<file path="src/hdl/lzd_pkg.sv">
// Shared constants, register codes and types for the LZ77 window decoder.
package lzd_pkg;

    localparam int WINDOW_DEPTH      = 256;
    localparam int MAX_LITERAL_BYTES = 4;
    localparam int PACK_BYTES        = 8;

    localparam int PTR_W  = $clog2(WINDOW_DEPTH);
    localparam int FILL_W = $clog2(WINDOW_DEPTH + 1);
    localparam int NLIT_W = $clog2(MAX_LITERAL_BYTES + 1);

    localparam int CFG_IDX_W  = 1;
    localparam int CFG_DATA_W = 9;

    localparam logic [CFG_IDX_W-1:0] REG_WINDOW_SIZE   = 1'b0;
    localparam logic [CFG_IDX_W-1:0] REG_LITERAL_BYTES = 1'b1;

    typedef struct packed {
        logic              err;
        logic [7:0]        distance;
        logic [7:0]        len;
        logic [31:0]       lit;
        logic [NLIT_W-1:0] nlit;
    } t_cmd;

    typedef struct packed {
        logic [63:0] data;
        logic [3:0]  byte_count;
        logic        last;
        logic        error;
    } t_result;

endpackage

</file>
<file path="src/hdl/lzd_front.sv">
// Token intake: configuration registers, distance check and projected fill tracking.
module lzd_front (
    input  logic                           i_clk,
    input  logic                           i_rst_n,
    input  logic                           i_cfg_valid,
    input  logic [lzd_pkg::CFG_IDX_W-1:0]  i_cfg_index,
    input  logic [lzd_pkg::CFG_DATA_W-1:0] i_cfg_data,
    input  logic                           i_accept,
    input  logic [7:0]                     i_distance,
    input  logic [7:0]                     i_match_length,
    input  logic [31:0]                    i_literal,
    output lzd_pkg::t_cmd                  o_cmd
);

    localparam int CMP_W = (lzd_pkg::FILL_W > 9 ? lzd_pkg::FILL_W : 9);
    localparam int SUM_W = CMP_W + 1;

    logic [8:0]                 r_window_size;
    logic [2:0]                 r_literal_bytes;
    logic [lzd_pkg::FILL_W-1:0] r_fill;
    logic [lzd_pkg::FILL_W-1:0] n_fill;

    logic [CMP_W-1:0]           win;
    logic [CMP_W-1:0]           held;
    logic [CMP_W-1:0]           fill_ext;
    logic [3:0]                 lb_ext;
    logic [lzd_pkg::NLIT_W-1:0] nlit;
    logic                       bad;
    logic [SUM_W-1:0]           sum;

    always_comb begin
        fill_ext = CMP_W'(r_fill);
        if (CMP_W'(r_window_size) > CMP_W'(lzd_pkg::WINDOW_DEPTH)) begin
            win = CMP_W'(lzd_pkg::WINDOW_DEPTH);
        end else begin
            win = CMP_W'(r_window_size);
        end
        held = (fill_ext < win) ? fill_ext : win;

        lb_ext = {1'b0, r_literal_bytes};
        if (lb_ext == 4'd0) begin
            nlit = lzd_pkg::NLIT_W'(1);
        end else if (lb_ext > 4'(lzd_pkg::MAX_LITERAL_BYTES)) begin
            nlit = lzd_pkg::NLIT_W'(lzd_pkg::MAX_LITERAL_BYTES);
        end else begin
            nlit = lzd_pkg::NLIT_W'(lb_ext);
        end

        bad = (CMP_W'(i_distance) > held) || (i_distance == 8'd0 && i_match_length != 8'd0);

        sum = SUM_W'(r_fill) + SUM_W'(i_match_length) + SUM_W'(nlit);
        if (sum > SUM_W'(lzd_pkg::WINDOW_DEPTH)) begin
            n_fill = lzd_pkg::FILL_W'(lzd_pkg::WINDOW_DEPTH);
        end else begin
            n_fill = sum[lzd_pkg::FILL_W-1:0];
        end

        o_cmd.err      = bad;
        o_cmd.distance = i_distance;
        o_cmd.len      = i_match_length;
        o_cmd.lit      = i_literal;
        o_cmd.nlit     = nlit;
    end

    always_ff @(posedge i_clk) begin
        if (!i_rst_n) begin
            r_window_size   <= 9'd256;
            r_literal_bytes <= 3'd1;
            r_fill          <= '0;
        end else begin
            if (i_cfg_valid) begin
                case (i_cfg_index)
                    lzd_pkg::REG_WINDOW_SIZE:   r_window_size   <= i_cfg_data[8:0];
                    lzd_pkg::REG_LITERAL_BYTES: r_literal_bytes <= i_cfg_data[2:0];
                    default: ;
                endcase
            end
            if (i_accept && !bad) begin
                r_fill <= n_fill;
            end
        end
    end

endmodule

</file>
<file path="src/hdl/lzd_cmd_queue.sv">
// Two-entry command queue between token intake and the copy engine.
module lzd_cmd_queue (
    input  logic          i_clk,
    input  logic          i_rst_n,
    input  logic          i_push,
    input  lzd_pkg::t_cmd i_cmd,
    output logic          o_full,
    input  logic          i_pop,
    output lzd_pkg::t_cmd o_cmd,
    output logic          o_empty
);

    lzd_pkg::t_cmd r_mem [2];
    logic          r_wr_ptr;
    logic          r_rd_ptr;
    logic [1:0]    r_count;

    assign o_full  = (r_count == 2'd2);
    assign o_empty = (r_count == 2'd0);
    assign o_cmd   = r_mem[r_rd_ptr];

    always_ff @(posedge i_clk) begin
        if (i_push) begin
            r_mem[r_wr_ptr] <= i_cmd;
        end
    end

    always_ff @(posedge i_clk) begin
        if (!i_rst_n) begin
            r_wr_ptr <= 1'b0;
            r_rd_ptr <= 1'b0;
            r_count  <= 2'd0;
        end else begin
            if (i_push) begin
                r_wr_ptr <= ~r_wr_ptr;
            end
            if (i_pop) begin
                r_rd_ptr <= ~r_rd_ptr;
            end
            case ({i_push, i_pop})
                2'b10:   r_count <= r_count + 2'd1;
                2'b01:   r_count <= r_count - 2'd1;
                default: r_count <= r_count;
            endcase
        end
    end

endmodule

</file>
<file path="src/hdl/lzd_back.sv">
// Copy engine: history window, byte copy and literal append, packing, result register.
module lzd_back (
    input  logic             i_clk,
    input  logic             i_rst_n,
    input  logic             i_q_empty,
    input  lzd_pkg::t_cmd    i_q_cmd,
    output logic             o_q_pop,
    output lzd_pkg::t_result o_res,
    output logic             o_res_valid,
    input  logic             i_res_pop
);

    localparam logic [2:0] S_IDLE = 3'd0;
    localparam logic [2:0] S_READ = 3'd1;
    localparam logic [2:0] S_COPY = 3'd2;
    localparam logic [2:0] S_LIT  = 3'd3;
    localparam logic [2:0] S_EMIT = 3'd4;

    localparam int AW = (lzd_pkg::PTR_W > 8 ? lzd_pkg::PTR_W : 8) + 1;

    logic [7:0]                 r_hist [lzd_pkg::WINDOW_DEPTH];
    logic [7:0]                 r_rdata;

    logic [2:0]                 r_state,     n_state;
    logic [7:0]                 r_dist,      n_dist;
    logic [7:0]                 r_len,       n_len;
    logic [31:0]                r_lit,       n_lit;
    logic [lzd_pkg::NLIT_W-1:0] r_nlit,      n_nlit;
    logic [lzd_pkg::PTR_W-1:0]  r_wp,        n_wp;
    logic [63:0]                r_pack_data, n_pack_data;
    logic [3:0]                 r_pack_cnt,  n_pack_cnt;
    logic                       r_emit_last, n_emit_last;
    logic                       r_emit_err,  n_emit_err;
    logic                       r_out_valid;
    lzd_pkg::t_result           r_out;

    logic                       wr_en;
    logic [7:0]                 wr_byte;
    logic [AW-1:0]              wp_ext;
    logic [AW-1:0]              d_ext;
    logic [AW-1:0]              rd_sum;
    logic [lzd_pkg::PTR_W-1:0]  rd_addr;
    logic [lzd_pkg::PTR_W-1:0]  wp_inc;
    logic                       pack_full;
    logic                       out_free;
    logic                       out_load;

    assign o_res       = r_out;
    assign o_res_valid = r_out_valid;
    assign out_free    = !r_out_valid || i_res_pop;

    always_comb begin
        wp_ext = AW'(r_wp);
        d_ext  = AW'(r_dist);
        if (wp_ext >= d_ext) begin
            rd_sum = wp_ext - d_ext;
        end else begin
            rd_sum = wp_ext + AW'(lzd_pkg::WINDOW_DEPTH) - d_ext;
        end
        rd_addr = rd_sum[lzd_pkg::PTR_W-1:0];
        if (r_wp == lzd_pkg::PTR_W'(lzd_pkg::WINDOW_DEPTH - 1)) begin
            wp_inc = '0;
        end else begin
            wp_inc = r_wp + 1'b1;
        end
    end

    always_comb begin
        n_state     = r_state;
        n_dist      = r_dist;
        n_len       = r_len;
        n_lit       = r_lit;
        n_nlit      = r_nlit;
        n_wp        = r_wp;
        n_pack_data = r_pack_data;
        n_pack_cnt  = r_pack_cnt;
        n_emit_last = r_emit_last;
        n_emit_err  = r_emit_err;
        o_q_pop     = 1'b0;
        wr_en       = 1'b0;
        wr_byte     = (r_state == S_COPY) ? r_rdata : r_lit[7:0];
        pack_full   = (r_pack_cnt == 4'(lzd_pkg::PACK_BYTES - 1));
        out_load    = 1'b0;

        if (r_state == S_COPY || r_state == S_LIT) begin
            wr_en = 1'b1;
            n_wp  = wp_inc;
            n_pack_data[8*r_pack_cnt[2:0] +: 8] = wr_byte;
            n_pack_cnt = r_pack_cnt + 4'd1;
        end

        case (r_state)
            S_IDLE: begin
                if (!i_q_empty) begin
                    o_q_pop     = 1'b1;
                    n_dist      = i_q_cmd.distance;
                    n_len       = i_q_cmd.len;
                    n_lit       = i_q_cmd.lit;
                    n_nlit      = i_q_cmd.nlit;
                    n_pack_data = '0;
                    n_pack_cnt  = '0;
                    n_emit_err  = i_q_cmd.err;
                    n_emit_last = 1'b1;
                    if (i_q_cmd.err) begin
                        n_state = S_EMIT;
                    end else if (i_q_cmd.len != 8'd0) begin
                        n_state = S_READ;
                    end else begin
                        n_state = S_LIT;
                    end
                end
            end
            S_READ: begin
                n_state = S_COPY;
            end
            S_COPY: begin
                n_len       = r_len - 8'd1;
                n_emit_last = 1'b0;
                if (pack_full) begin
                    n_state = S_EMIT;
                end else if (r_len != 8'd1) begin
                    n_state = S_READ;
                end else begin
                    n_state = S_LIT;
                end
            end
            S_LIT: begin
                n_lit  = {8'd0, r_lit[31:8]};
                n_nlit = r_nlit - 1'b1;
                if (r_nlit == lzd_pkg::NLIT_W'(1)) begin
                    n_emit_last = 1'b1;
                    n_state     = S_EMIT;
                end else if (pack_full) begin
                    n_emit_last = 1'b0;
                    n_state     = S_EMIT;
                end
            end
            S_EMIT: begin
                if (out_free) begin
                    out_load    = 1'b1;
                    n_pack_data = '0;
                    n_pack_cnt  = '0;
                    if (r_emit_last) begin
                        n_state = S_IDLE;
                    end else if (r_len != 8'd0) begin
                        n_state = S_READ;
                    end else begin
                        n_state = S_LIT;
                    end
                end
            end
            default: begin
                n_state = S_IDLE;
            end
        endcase
    end

    always_ff @(posedge i_clk) begin
        if (wr_en) begin
            r_hist[r_wp] <= wr_byte;
        end
        r_rdata <= r_hist[rd_addr];
    end

    always_ff @(posedge i_clk) begin
        r_dist      <= n_dist;
        r_len       <= n_len;
        r_lit       <= n_lit;
        r_nlit      <= n_nlit;
        r_pack_data <= n_pack_data;
        r_pack_cnt  <= n_pack_cnt;
        r_emit_last <= n_emit_last;
        r_emit_err  <= n_emit_err;
        if (out_load) begin
            r_out.data       <= r_pack_data;
            r_out.byte_count <= r_pack_cnt;
            r_out.last       <= r_emit_last;
            r_out.error      <= r_emit_err;
        end
    end

    always_ff @(posedge i_clk) begin
        if (!i_rst_n) begin
            r_state     <= S_IDLE;
            r_wp        <= '0;
            r_out_valid <= 1'b0;
        end else begin
            r_state <= n_state;
            r_wp    <= n_wp;
            if (out_load) begin
                r_out_valid <= 1'b1;
            end else if (i_res_pop) begin
                r_out_valid <= 1'b0;
            end
        end
    end

endmodule

</file>
<file path="src/hdl/lz77_window_decoder.sv">
// LZ77 token decoder with a sliding history window: top level.
//
// Tokens enter on a queue-style port: a token is taken at a clock edge with
// push high and full low. Results leave the same way: the oldest result sits
// on o_data/o_byte_count/o_last/o_error while empty is low and is taken on an
// edge with pop high. Registers are written over i_cfg_valid/o_cfg_ready
// (always ready) with index 0 = window_size, 1 = literal_bytes; write them
// only while no token is in flight.
// Intake checks the distance against the bytes held and forwards the token
// into a two-entry command queue, so tokens are taken while an earlier one is
// still being copied. The copy engine takes the token in a start step, reads
// each match byte from window memory into registered data and then writes it
// back, writes each literal byte directly and emits a result per 8 bytes: a
// token of L match and N literal bytes gives ceil((L+N)/8) results, an error
// token one empty last result. A stalled receiver holds one finished result in the
// output register; the engine then waits at its next emit and the command
// queue fills, raising full. Reset empties both queues, zeroes the history
// pointer and fill count and restores window_size 256, literal_bytes 1.
module lz77_window_decoder (
    input  logic                           i_clk,
    input  logic                           i_rst_n,
    input  logic                           push,
    output logic                           full,
    input  logic [7:0]                     i_distance,
    input  logic [7:0]                     i_match_length,
    input  logic [31:0]                    i_literal,
    output logic                           empty,
    input  logic                           pop,
    output logic [63:0]                    o_data,
    output logic [3:0]                     o_byte_count,
    output logic                           o_last,
    output logic                           o_error,
    input  logic                           i_cfg_valid,
    output logic                           o_cfg_ready,
    input  logic [lzd_pkg::CFG_IDX_W-1:0]  i_cfg_index,
    input  logic [lzd_pkg::CFG_DATA_W-1:0] i_cfg_data
);

    lzd_pkg::t_cmd    front_cmd;
    lzd_pkg::t_cmd    q_cmd;
    lzd_pkg::t_result res;
    logic             q_full;
    logic             q_empty;
    logic             q_pop;
    logic             in_accept;
    logic             res_valid;
    logic             res_pop;

    assign o_cfg_ready  = 1'b1;
    assign full         = q_full;
    assign in_accept    = push && !q_full;
    assign empty        = !res_valid;
    assign res_pop      = pop && res_valid;
    assign o_data       = res.data;
    assign o_byte_count = res.byte_count;
    assign o_last       = res.last;
    assign o_error      = res.error;

    lzd_front u_front (
        .i_clk          (i_clk),
        .i_rst_n        (i_rst_n),
        .i_cfg_valid    (i_cfg_valid),
        .i_cfg_index    (i_cfg_index),
        .i_cfg_data     (i_cfg_data),
        .i_accept       (in_accept),
        .i_distance     (i_distance),
        .i_match_length (i_match_length),
        .i_literal      (i_literal),
        .o_cmd          (front_cmd)
    );

    lzd_cmd_queue u_queue (
        .i_clk   (i_clk),
        .i_rst_n (i_rst_n),
        .i_push  (in_accept),
        .i_cmd   (front_cmd),
        .o_full  (q_full),
        .i_pop   (q_pop),
        .o_cmd   (q_cmd),
        .o_empty (q_empty)
    );

    lzd_back u_back (
        .i_clk       (i_clk),
        .i_rst_n     (i_rst_n),
        .i_q_empty   (q_empty),
        .i_q_cmd     (q_cmd),
        .o_q_pop     (q_pop),
        .o_res       (res),
        .o_res_valid (res_valid),
        .i_res_pop   (res_pop)
    );

`ifndef SYNTH
    a_err_beat: assert property (@(posedge i_clk) disable iff (!i_rst_n)
        (!empty && o_error) |-> (o_byte_count == 4'd0 && o_last))
        else $error("error beat must be empty and last");

    a_good_beat: assert property (@(posedge i_clk) disable iff (!i_rst_n)
        (!empty && !o_error) |-> (o_byte_count != 4'd0 && o_byte_count <= 4'd8))
        else $error("data beat byte count out of range");

    a_reset_clear: assert property (@(posedge i_clk)
        !i_rst_n |=> (empty && !full))
        else $error("queues not cleared by reset");
`endif

endmodule
</file>
<file path="config.mk">
export PLATFORM = sky130hd
export DESIGN_NAME = lz77_window_decoder
export DESIGN_NICKNAME = d
export VERILOG_FILES = /design/src/hdl/lzd_pkg.sv /design/src/hdl/lzd_front.sv /design/src/hdl/lzd_cmd_queue.sv /design/src/hdl/lzd_back.sv /design/src/hdl/lz77_window_decoder.sv
export SDC_FILE = /design/constraint.sdc
export NUM_CORES = 2
export LEC_CHECK = 0
export BUFFER_PORTS_ARGS = -buffer_cell sky130_fd_sc_hd__buf_2
export CORE_MARGIN = 8
export CORE_UTILIZATION = 38
export CTS_CLUSTER_DIAMETER = 150
export DETAILED_ROUTE_END_ITERATION = 6
export MAX_ROUTING_LAYER = met4
export PLACE_DENSITY = 0.64
export SETUP_SLACK_MARGIN = 0.02
export SLEW_MARGIN = 5
export SYNTH_ARGS = -nofsm -noshare
export SYNTH_HDL_FRONTEND = slang
export SYNTH_SLANG_ARGS = --single-unit
</file>
<file path="constraint.sdc">
create_clock -name i_clk -period 7.3 [get_ports i_clk]
set_clock_uncertainty 0.05 [all_clocks]
set_input_delay 0.73 -clock i_clk [delete_from_list [all_inputs] [get_ports i_clk]]
set_output_delay 0.73 -clock i_clk [all_outputs]
set_load 0.05 [all_outputs]
</file>
-- Word level (Yosys, flattened, before mapping)
Memories as Yosys holds them, arrays and structs flattened. A register that Yosys moved wholly into a read port is not among the register bits.
Index checks and enable logic that the tools add are counted.
W data, S select, Z words.
- bits in registers: 228
- bits in writable memories: 2152
- input port bits: 63
- output and inout bits: 73
- word-level logic and storage cells: 142
- memories kept: 2
- add/sub/neg operators: 12
- magnitude comparators: 6
- equal/unequal tests: 14
- shifts and indexed selects: 2
- mux-type cells: 52
- bitwise logic cells: 4
- reduce and logical (&&, ||, !) cells: 29
- memories (memory ; words ; bits a word ; rd ports ; clocked after memory_dff ; write ports ; RTL line ; text):
    u_back.r_hist ; 256 ; 8 ; 1 ; 1 ; 1 ; lzd_back.sv:21 ; logic [7:0] r_hist [lzd_pkg::WINDOW_DEPTH];
    u_queue.r_mem ; 2 ; 52 ; 1 ; 1 ; 1 ; lzd_cmd_queue.sv:13 ; lzd_pkg::t_cmd r_mem [2];
- operator list (cell ; number):
    $mux W64 ; 3
    $pmux W64 S2 ; 1
    $bwmux W64 ; 1
    $pmux W32 S2 ; 1
    $shift A8 B34 Y64 const A ; 1
    $shiftx A8 B34 Y64 ; 1
    $neg A6 Y34 ; 1
    $mux W32 ; 1
    $mux W8 ; 4
    $mux W3 ; 10
    $mux W9 ; 3
    $reduce_bool A8 Y1 ; 3
    $add A8 B1 Y8 const B ; 2
    $mux W1 ; 16
    $pmux W8 S2 ; 1
    $sub A8 B8 Y8 ; 2
    $pmux W3 S5 ; 1
    $mux W4 ; 3
    $add A10 B3 Y10 ; 1
    $add A9 B8 Y10 ; 1
    $gt A10 B9 Y1 const B ; 1
    $reduce_and A2 Y1 ; 5
    $gt A8 B9 Y1 ; 1
    $gt A9 B9 Y1 const B ; 1
    other kinds (34) ; 54

-- Longest topological paths before layout
- word-level depth: 8
- mapped depth: 19
- gate-level depth less buffers: 18

-- By module
From an unflattened synthesis, not the netlist that was laid out.
- cells, all modules: 4993
- area total of the unflattened synthesis: 94355.5 sq um
- modules (own cells, without submodules) (module ; times used ; cells an instance ; area each (sq um) ; sequential area each (sq um)):
    lzd_back ; 1 ; 4507 ; 88014.4 ; 66954.2
    lzd_cmd_queue ; 1 ; 184 ; 3955.0 ; 3223.1
    lzd_front ; 1 ; 297 ; 2356.0 ; 420.4
    lz77_window_decoder ; 1 ; 5 ; 30.0 ; 0.0

-- Worst setup path after synthesis
Ideal clock, no wire load.
- path type: flip-flop to flip-flop
- from: register u_back.r_state[2]
- to: memory u_back.r_hist[0][4] (data pin)
- setup time: 0.772 ns
- data arrival time: 4.278 ns
- required time: 6.478 ns
- path slack: 2.200 ns
- cell stages (with the launch flop): 6
- buffers on the path: 1
- period minus slack after synthesis: 5.100 ns
- cell sequence: dfxtp_1 nand2b_1 nor2_1 clkbuf_1 mux2i_1 inv_1
- word-level cells in the longest chain between the ends: 2
- ends and longest elaborated chain (element ; RTL line ; text):
    from (decl) ; lzd_back.sv:24 ; logic [2:0] r_state, n_state;
    from (signal assigned) ; lzd_back.sv:188 ; r_state <= n_state;
    $eq A3 B2 Y1 ; lzd_back.sv:81 ; wr_byte = (r_state == S_COPY) ? r_rdata : r_lit[7:0];
    $mux W8 ; lzd_back.sv:81 ;
    via u_back.wr_byte[4] ; lzd_back.sv:38 ; logic [7:0] wr_byte;
    to (decl) ; lzd_back.sv:21 ;
The timed path passes the listed nets, and every way through them passes these cells.

-- Final worst setup path
- from: register u_front.r_window_size[8]
- to: register u_front.r_fill, in the netlist u_front.fill_ext[3]
- word-level cells in the longest chain between the ends: 8
- ends and longest elaborated chain (element ; RTL line ; text):
    from (decl) ; lzd_front.sv:18 ; logic [8:0] r_window_size;
    from (signal assigned) ; lzd_front.sv:73 ; lzd_pkg::REG_WINDOW_SIZE: r_window_size <= i_cfg_data[8:0];
    $gt A9 B9 Y1 ; lzd_front.sv:33 ; if (CMP_W'(r_window_size) > CMP_W'(lzd_pkg::WINDOW_DEPTH)) begin
    $mux W9 * ; lzd_front.sv:33 ;
    $lt A9 B9 Y1 ; lzd_front.sv:38 ; held = (fill_ext < win) ? fill_ext : win;
    $mux W9 * ; lzd_front.sv:38 ;
    $gt A8 B9 Y1 * ; lzd_front.sv:49 ; bad = (CMP_W'(i_distance) > held) || (i_distance == 8'd0 && i_match_length != 8'd0);
    $logic_or A1 B1 Y1 * ; lzd_front.sv:49 ;
    $logic_not A1 Y1 * ; lzd_front.sv:78 ; if (i_accept && !bad) begin
    $logic_and A1 B1 Y1 * ; lzd_front.sv:78 ;
    to (signal assigned) ; lzd_front.sv:79 ; r_fill <= n_fill;
    to (decl) ; lzd_front.sv:20 ; logic [lzd_pkg::FILL_W-1:0] r_fill;
Every way passes the cells marked *; elsewhere a longest branch is shown, timed or not.
A chain may end at the register's enable or synchronous reset.

==> flow_summary_export.csv <==
group,metric,value,unit
outcome,status,"finished, violations left",
outcome,violations,"design-rule violations",
clock_tree,cts_buffers,221,
power,power_density,445.2,mW/mm²
floorplanning,row_count,181,
logic_synthesis,synthMuxAreaShare,15.97,%
place,place_congestion,0.8391,
critical_path,slowest_stage,"a21oi_1",
sta,fin_ws,2.077,ns
logic_synthesis,synth_most_common_cell,"edfxtp_1",
logic_synthesis,synth_commonest_cells,"edfxtp_1, mux4_2, nor2_1",
clock_tree,htreeDepth,4,
global_route,grt_pass1_wl,317900,µm
logic_synthesis,async_flop_share,0,%
critical_path,cp_top_family,"compound AO/OA/AOI/OAI gates",
finish,design_area,0.1048,mm²
floorplanning,start_util,38.23,%
logic_synthesis,synth-compound-area-share,2.285,%
global_route,antenna_found_initial,7,
power,p_sw,16.07,mW
sta,hold_viol,0,
critical_path,start_kind,"flip-flop",
routing,num_vias,44620,
clock_tree,path_clk_slew,0.06,ns
floorplanning,io_pins,136,
routing,remaining_drc_errors,1,
logic_synthesis,yosysTopAreaCell,"edfxtp_1",
global_route,grtUsageTotal,16.62,%
critical_path,worstSetupEndpointType,"flip-flop",
routing,top_layer_used,"met4",
floorplanning,die_w,510.7,µm
global_route,grt_overflow,0,
sta,fin_crit,5.223,ns
place,placed_area,0.09739,mm²
finish,stdcell_count,8136,
routing,first_iter_violations,4423,
sta,rsz0062_at_grt,"no",
floorplanning,die_h,510.7,µm
critical_path,path_common_cell,"a21o_1",
place,pre_cts_slack,2.208,ns
power,leakage,32.46,nW
critical_path,crit_buf_inv,1,
logic_synthesis,synth_top_area_share,73.47,%
logic_synthesis,syn_avg_cell_area,20.65,µm²
sta,finalCritPeriodShare,71.55,%
logic_synthesis,synth_xor_xnor_area_share,0.3028,%
routing,met2_length,108800,µm
power,irDropWorstVdd,0.0003946,V
logic_synthesis,synth-edff-count,2275,
logic_synthesis,dominantRegCellSynth,"edfxtp_1",
finish,fin_util,43.09,%
power,p_sw_share,34.43,%
sta,max_slew_margin,11.19,%
routing,wl_met3,14440,µm
logic_synthesis,synth-simple-area-share,3.203,%
hold_path,hold_path.class,"in -> reg",
power,cellInternalPower,30.60,mW
routing,avgViaCountPerCell,5.484,
routing,routed_wl,216500,µm
place,dp_cells,7685,
logic_synthesis,syn_nets,4619,
logic_synthesis,synthAdderAreaFrac,0.7535,%
clock_tree,cts_max_path_buffers,3,
finish,drive_gt1_share,24.81,%
clock_tree,clk_latency,0.87,ns
logic_synthesis,ys_seq_elements,2389,
sta,max_slew.worst_pin.slew,1.327,ns
logic_synthesis,synth_seq_area_share,75.92,%
power,p_comb_share,37.4,%
sta,holdWs,0.09039,ns
routing,ant_nets,0,
floorplanning,coreArea,0.2432,mm²
power,pwr-share-clk,24.3,%
critical_path,cpPeakStageDelay,0.80,ns
critical_path,crit_fanout,17,
floorplanning,die-area,0.2608,mm²
critical_path,critPathRequiredTime,8.02,ns
logic_synthesis,synth_area_leaders,"edfxtp_1, mux4_2, dfxtp_1",
power,seq_power_share,38.3,%
routing,m1WireLength,87870,µm
clock_tree,clockRootBuffer,"clkbuf_16",
global_route,grt_pass1_vias,45560,
logic_synthesis,syn-cell-area,0.09298,mm²
logic_synthesis,yosysWarnings,0,
sta,final-setup-viol-count,0,
power,power,46.67,mW
finish,area_growth,12.73,%
critical_path,worst-setup-path-type,"reg -> reg",
critical_path,crit_arrival,5.94,ns
finish,fin_nets,4854,
logic_synthesis,syn_inst,4503,
logic_synthesis,synth.distinct_cells,77,
sta,finalMaxSlewViolations,0,
sta,fin_setup_tns,0,ns
clock_tree,cts_tree,"yes",
flow_run,max-cap-violations,0,
global_route,grt_max_degree,186,
routing,post_drt_wl_per_cell,26.61,µm
place,dp_hpwl,130500,µm
place,io_buffers,134,
clock_tree,cts_sinks,2389,
routing,dr.pass1.iters,7,
critical_path,cp_cell_sequence,"clkinv_1 > nand2_1 > ha_1 > a21o_1 > a21o_1 > a21o_1 > a21oi_1 > nor2_1 > a21oi_1 > ha_1 > a21o_1 > a21o_1 > a211o_1 > a2111oi_2 > a2111oi_0 > nand4b_1 > a21oi_1 > a22o_1",
logic_synthesis,synth_top_family_by_area,"multiplexers",
sta,fmax,191.5,MHz
==> worst reg2reg max path, cell delays in order (launching register included) <==
cell and delay, ns:
dfxtp_1 0.38, clkinv_1 0.29, nand2_1 0.19, ha_1 0.26, a21o_1 0.16, a21o_1 0.18
a21o_1 0.21, a21oi_1 0.80, nor2_1 0.11, a21oi_1 0.16, ha_1 0.26, a21o_1 0.19
a21o_1 0.17, a211o_1 0.30, a2111oi_2 0.50, a2111oi_0 0.19, nand4b_1 0.28, a21oi_1 0.29
a22o_1 0.19
==> routing by layer <==
metal / track usage [%] / vias up
li1: - / 18960
met2: 27.45 / 1616
met4: 4.228 / 0
met3: 2.477 / 345
met5: - / -
met1: 21.80 / 23700
==> timing repair <==
item	CTS	global route
hold endpoints to repair	64	0
resized for setup	0	0
hold buffers	32	0
setup buffers	0	0
==> cell families after synthesis <==
family,after synthesis
fa+ha+maj,53
compound gates,317
mux,724
buf+inv,283
other cells,1
flops,2389
simple gates,706
xor+xnor,30
==> layout make-up <==
type                            count  area, µm²
Multi-Input combinational cell   1831      21120
Timing Repair Buffer              254       1777
Antenna cell                        1      2.502
Inverter                           41      214.0
Clock buffer                      283       5876
Clock inverter                    135       1227
Tap cell                         3202       4006
Sequential cell                  2389      70600
Fill cell                       20690     138400
==> cell usage in the layout, fill, tap and decap left out, types with 10 or more instances in the layout <==
cell type,synthesis,layout
nand2_1,156,147
clkinv_1,1,45
ha_1,48,47
a221oi_1,16,16
dlygate4sd3_1,0,32
buf_4,29,78
buf_12,0,10
buf_2,57,134
clkinv_2,0,48
xor2_1,16,14
bufinv_16,0,15
clkbuf_1,123,53
xnor2_1,13,12
o21ai_1,13,13
a31oi_1,10,10
mux2i_1,108,100
clkbuf_16,0,223
nor2b_1,17,17
edfxtp_1,2275,2275
nand2_2,1,10
nand4_1,10,10
nand3_1,25,25
o21ai_0,59,59
dfxtp_1,114,113
inv_1,40,32
nor2_1,406,402
a21oi_1,69,69
nor3_1,27,26
nor4_1,20,16
a211oi_1,49,49
mux4_2,607,607
o22ai_1,27,27
==> power groups by stage <==
| stage | logic [mW] | registers, mW | clock network (mW) |
|---|---|---|---|
| floorplan | 11.4 | 18.7 | 0 |
| global placement | 17.4 | 18.1 | 0 |
| detailed placement | 17.6 | 18.2 | 0 |
| CTS | 17.7 | 17.9 | 11.5 |
| global route | 18.5 | 17.9 | 12.0 |
| finish | 17.5 | 17.9 | 11.3 |
==> flip-flops by register name, indices dropped and copies added, names as in the netlist, 2 cells and up, named ones only <==
name and count:
u_back.r_hist 2048, u_queue.r_mem 104, u_back.o_res 70, u_back.r_pack_data 64, u_back.r_lit 32, u_front.fill_ext 9
u_front.r_window_size 9, u_back.r_dist 8, u_back.r_len 8, u_back.r_rdata 8, u_back.r_wp 8, u_back.r_pack_cnt 4
u_back.r_nlit 3, u_back.r_state 3, u_front.r_literal_bytes 3, u_queue.r_count 2
==> path summary, 6_finish.rpt <==
check	depth (start not counted)	slack, ns	to	from
max	18	2.08	u_front.fill_ext[3]	u_front.r_window_size[8]
min	3	0.09	u_front.r_window_size[3]	i_cfg_data[3]
max reg2reg	18	2.08	u_front.fill_ext[3]	u_front.r_window_size[8]
min reg2reg	0	0.38	u_back.o_res[0]	u_back.r_emit_err
Note: power is estimated with default switching activity, not from simulation.
